### src/rtl/core/rmh_pkg.sv
// rmh_pkg: shared types for the running median block
// no dependencies
package rmh_pkg;

  // controller commands to the datapath
  typedef struct packed {
    logic load;      // capture request and decide the case
    logic step;      // advance one heap operation step
  } rmh_cmd_t;

  // datapath status back to the controller
  typedef struct packed {
    logic busy;      // heap work in flight
    logic done;      // result formed, ready to present
  } rmh_sts_t;

endpackage

### src/rtl/core/rmh_ctrl.sv
// rmh_ctrl: request sequencer for the running median block
// depends on rmh_pkg
module rmh_ctrl (
  input  logic              clk_i,
  input  logic              rst_ni,
  input  logic              in_valid_i,
  output logic              in_ready_o,
  output logic              out_valid_o,
  input  logic              out_ready_i,
  output rmh_pkg::rmh_cmd_t cmd_o,
  input  rmh_pkg::rmh_sts_t sts_i
);
  import rmh_pkg::*;

  localparam logic [1:0] StIdle = 2'd0;
  localparam logic [1:0] StWork = 2'd1;
  localparam logic [1:0] StOut  = 2'd2;

  logic [1:0] state_q, state_d;

  assign in_ready_o  = (state_q == StIdle) && !sts_i.busy;
  assign out_valid_o = (state_q == StOut);
  assign cmd_o.load  = in_ready_o && in_valid_i;
  assign cmd_o.step  = (state_q == StWork);

  // next state
  always_comb begin
    state_d = state_q;
    unique case (state_q)
      StIdle: if (cmd_o.load) state_d = StWork;
      StWork: if (sts_i.done) state_d = StOut;
      StOut:  if (out_ready_i) state_d = StIdle;
      default: state_d = StIdle;
    endcase
  end

  always_ff @(posedge clk_i or negedge rst_ni) begin
    if (!rst_ni) state_q <= StIdle;
    else         state_q <= state_d;
  end

endmodule

### config.mk
export PLATFORM = sky130hd
export DESIGN_NAME = rmh_ctrl
export DESIGN_NICKNAME = d
export VERILOG_FILES = /design/src/rtl/core/rmh_pkg.sv /design/src/rtl/core/rmh_ctrl.sv
export SDC_FILE = /design/constraint.sdc
export NUM_CORES = 1
export LEC_CHECK = 0
export ABC_CLOCK_PERIOD_IN_PS = 900
export BUFFER_PORTS_ARGS = -buffer_cell sky130_fd_sc_hd__buf_4
export CORE_AREA = 2 2 39 41
export DETAILED_ROUTE_END_ITERATION = 10
export DIE_AREA = 0 0 41 43
export GPL_ROUTABILITY_DRIVEN = 0
export SETUP_SLACK_MARGIN = 0.2
export SLEW_MARGIN = 20
export SYNTH_ARGS = -nofsm -noshare
export SYNTH_HDL_FRONTEND = slang
export SYNTH_SLANG_ARGS = --single-unit
### constraint.sdc
create_clock -name clk_i -period 0.9 [get_ports clk_i]
set_input_delay 0.09 -clock clk_i [delete_from_list [all_inputs] [get_ports clk_i]]
set_output_delay 0.09 -clock clk_i [all_outputs]
set_load 0.05 [all_outputs]
==> impl_metrics.tcl <==
set metrics [dict create \
    place.detailed.hpwl_um 248 \
    worst_ep_arrival_time_ns 1.15 \
    synth-edff-count 0 \
    pin_count_of_the_biggest_net_entering_global_routing 5 \
    reg_top3 "state_q (2)" \
    timing.max_cap.violations 0 \
    dp.cells 36 \
    final_cells 44 \
    fraction_of_post_synthesis_cell_area_in_the_top_cell_type_by_area 0.471 \
    floorplan.die.width_um 41 \
    htreeDepth 1 \
    p_leak_nw 0.164 \
    post_synth_num_cell_types 7 \
    number_of_global_route_vias_before_repair 128 \
    critical_path_required_ns 0.81 \
    multi_input_comb_area_um2 77.6 \
    cts_tree "done" \
    ys.flop_type "sky130_fd_sc_hd__dfrtp_1" \
    critical_setup_path_class "flip-flop to primary output" \
    dr_total_vias 152 \
    hold_path_class "input pin to flip-flop" \
    max-slew-margin-rel 0.839 \
    critPathLaunchType "flip-flop" \
    crit_path_top_delay_cell "sky130_fd_sc_hd__dfrtp_2" \
    vdd_ir_drop_max_v 0.000614 \
    drt_pass1_iterations 4 \
    drt_drc_violations_left 0 \
    globalRouteTotalUtil 0.0482 \
    critical_path_peak_fanout 2 \
    io_count 10 \
    cts.root.buffer_cell "sky130_fd_sc_hd__clkbuf_4" \
    final_period_minus_worst_setup_slack_ns 1.24 \
    cts_buffer_depth 2 \
    slew_viol_final 0 \
    start_util 0.0769 \
    finalClockSkew_ns 0.00351 \
    critPathBufInv 1 \
    post_syn_area_per_cell_um2 10.6 \
    die-area_um2 1760 \
    largest_register_ffs 2 \
    ys_warn_count 0 \
    wl_um 420 \
    die_height_um 43 \
    fin_crit_sh 1.38 \
    clk_transition_reported_paths_ns 0.03 \
    tightest_slew_ns 0.240 \
    core.rowCount 14 \
    run_status "finished, violations left" \
    timing.critical_path.cells "nor4b_4 > buf_6" \
    timing.final.ws_setup_ns -0.338 \
    placeableCoreArea_um2 1380 \
    clkLatencyLatePin_ns 0.22 \
    synth_top_cells_by_count "sky130_fd_sc_hd__dfrtp_1, sky130_fd_sc_hd__inv_1, sky130_fd_sc_hd__nor2b_1" \
    most_area_hungry_cell_type_in_the_yosys_netlist "sky130_fd_sc_hd__dfrtp_1" \
    count_of_filler_cells_inserted_in_the_layout 158 \
    synth_area_um2 106 \
    via_per_inst 3.45 \
    layout.area.seq_um2 52.6 \
    postSynthCellCount 10 \
    rsz0062_at_grt "true" \
    placement.io_buffers 9 \
    tritoncts.num_buffers 3 \
    antenna_found_initial 0 \
    failed_checks "negative setup slack" \
    largest_register_by_flop_count "state_q" \
    post_dr_wirelength_cell_um 9.55 \
    cellPowerDensity_nw_per_um2 2140 \
    post-layout-total-power_uw 697 \
    final-hold-violation-count 0 \
    drt_first_iter_violations 4 \
    final_antenna_net_count 0 \
    synth_sequential_area_ratio 0.471 \
    max_stage_delay_ns 0.41 \
    areaGrowthSynthToFinish_pct 206 \
    totalNegativeSetupSlack_ns -1.60 \
    finalNetCount 36 \
    synthesis.nets 16 \
    instance_area_after_placement_um2 220 \
    ys_top_cells_by_area "sky130_fd_sc_hd__dfrtp_1, sky130_fd_sc_hd__nor4b_2, sky130_fd_sc_hd__nor2b_1" \
    insertedDiodeCount 0 \
    cp_delay_by_family_top "flip-flops" \
    synth_seq_cells 2 \
    finish.instance_area_um2 325 \
    drive_gt1_frac 0.821 \
    ys_async_sr_fraction 1.00 \
    wire_length_of_the_first_global_routing_pass_um 483 \
    element_type_at_the_critical_path_end "primary output" \
    final_core_util 0.235 \
    timing.fmax_mhz 808 \
    setup_viol 6 \
    clock_sinks 2 \
    grt_overflow 0 \
]
==> cells by family (layout without fill, tap and decap cells) <==
family / after synthesis / in the layout / share of synthesized area
AO/OA/AOI/OAI: 2 / 2 / 0.153
buffers and inverters: 2 / 20 / 0.0706
flip-flops: 2 / 2 / 0.471
AND/OR/NAND/NOR: 4 / 4 / 0.306
==> through the flow <==
step           hold WS [ns]  setup slack [ns]
2_1_floorplan        -0.206            -0.403
3_3_place_gp         -0.124            -0.132
3_5_place_dp         -0.126            -0.133
4_1_cts              0.0842            -0.349
5_1_grt              0.0956            -0.403
6_report             0.0954            -0.338
==> cells in the final DEF (no fill, tap or decap) <==
master	instances
sky130_fd_sc_hd__buf_4	7
sky130_fd_sc_hd__buf_6	6
sky130_fd_sc_hd__clkbuf_4	3
sky130_fd_sc_hd__nor2b_4	2
sky130_fd_sc_hd__inv_1	2
sky130_fd_sc_hd__dfrtp_2	2
sky130_fd_sc_hd__nor3_2	1
sky130_fd_sc_hd__nor4b_4	1
sky130_fd_sc_hd__a22o_1	1
sky130_fd_sc_hd__a21o_1	1
sky130_fd_sc_hd__dlygate4sd3_1	1
sky130_fd_sc_hd__buf_8	1
==> area by class of cell <==
cell class                      instances  share of cell area
Timing Repair Buffer                   15               0.446
Multi-Input combinational cell          6               0.238
Sequential cell                         2               0.162
Clock buffer                            3              0.0692
Tap cell                               16              0.0615
Inverter                                2              0.0231
==> repair_timing <==
item | 4_1_cts | 5_1_grt
hold buffers | 1 | 0
endpoints found under the setup margin | 6 | 6
resized for setup | 7 | 5
hold endpoints to repair | 2 | 0
pin swaps | 1 | 2
setup buffers | 1 | 3
==> metal layers <==
metal	GRT usage	share of wire	up-vias
met5	0	0	-
met4	0.0600	0	0
met3	0.0471	0.20	0
met2	0.0375	0.48	12
met1	0.0579	0.32	70
li1	-	-	70
==> where the power goes <==
| part | switching [mW] | internal, mW |
|---|---|---|
| sequential | 0.0295 | 0.111 |
| combinational | 0.179 | 0.177 |
| clock | 0.0517 | 0.147 |
==> path summary, 6_finish.rpt <==
| kind | start | to | cells after the start | slack [ns] |
|---|---|---|---|---|
| max | state_q[0]$_DFFE_PN0P_ | cmd_o[1] | 2 | -0.34 |
| min | sts_i[0] | state_q[1]$_DFFE_PN0P_ | 2 | 0.1 |
| max reg2reg | state_q[0]$_DFFE_PN0P_ | state_q[0]$_DFFE_PN0P_ | 5 | -0.27 |
| min reg2reg | state_q[1]$_DFFE_PN0P_ | state_q[0]$_DFFE_PN0P_ | 2 | 0.69 |
| max in group asynchronous | rst_ni | state_q[1]$_DFFE_PN0P_ | 2 | 0.59 |
| min in group asynchronous | rst_ni | state_q[0]$_DFFE_PN0P_ | 2 | 0.21 |
(Power assumes the default switching activity.)
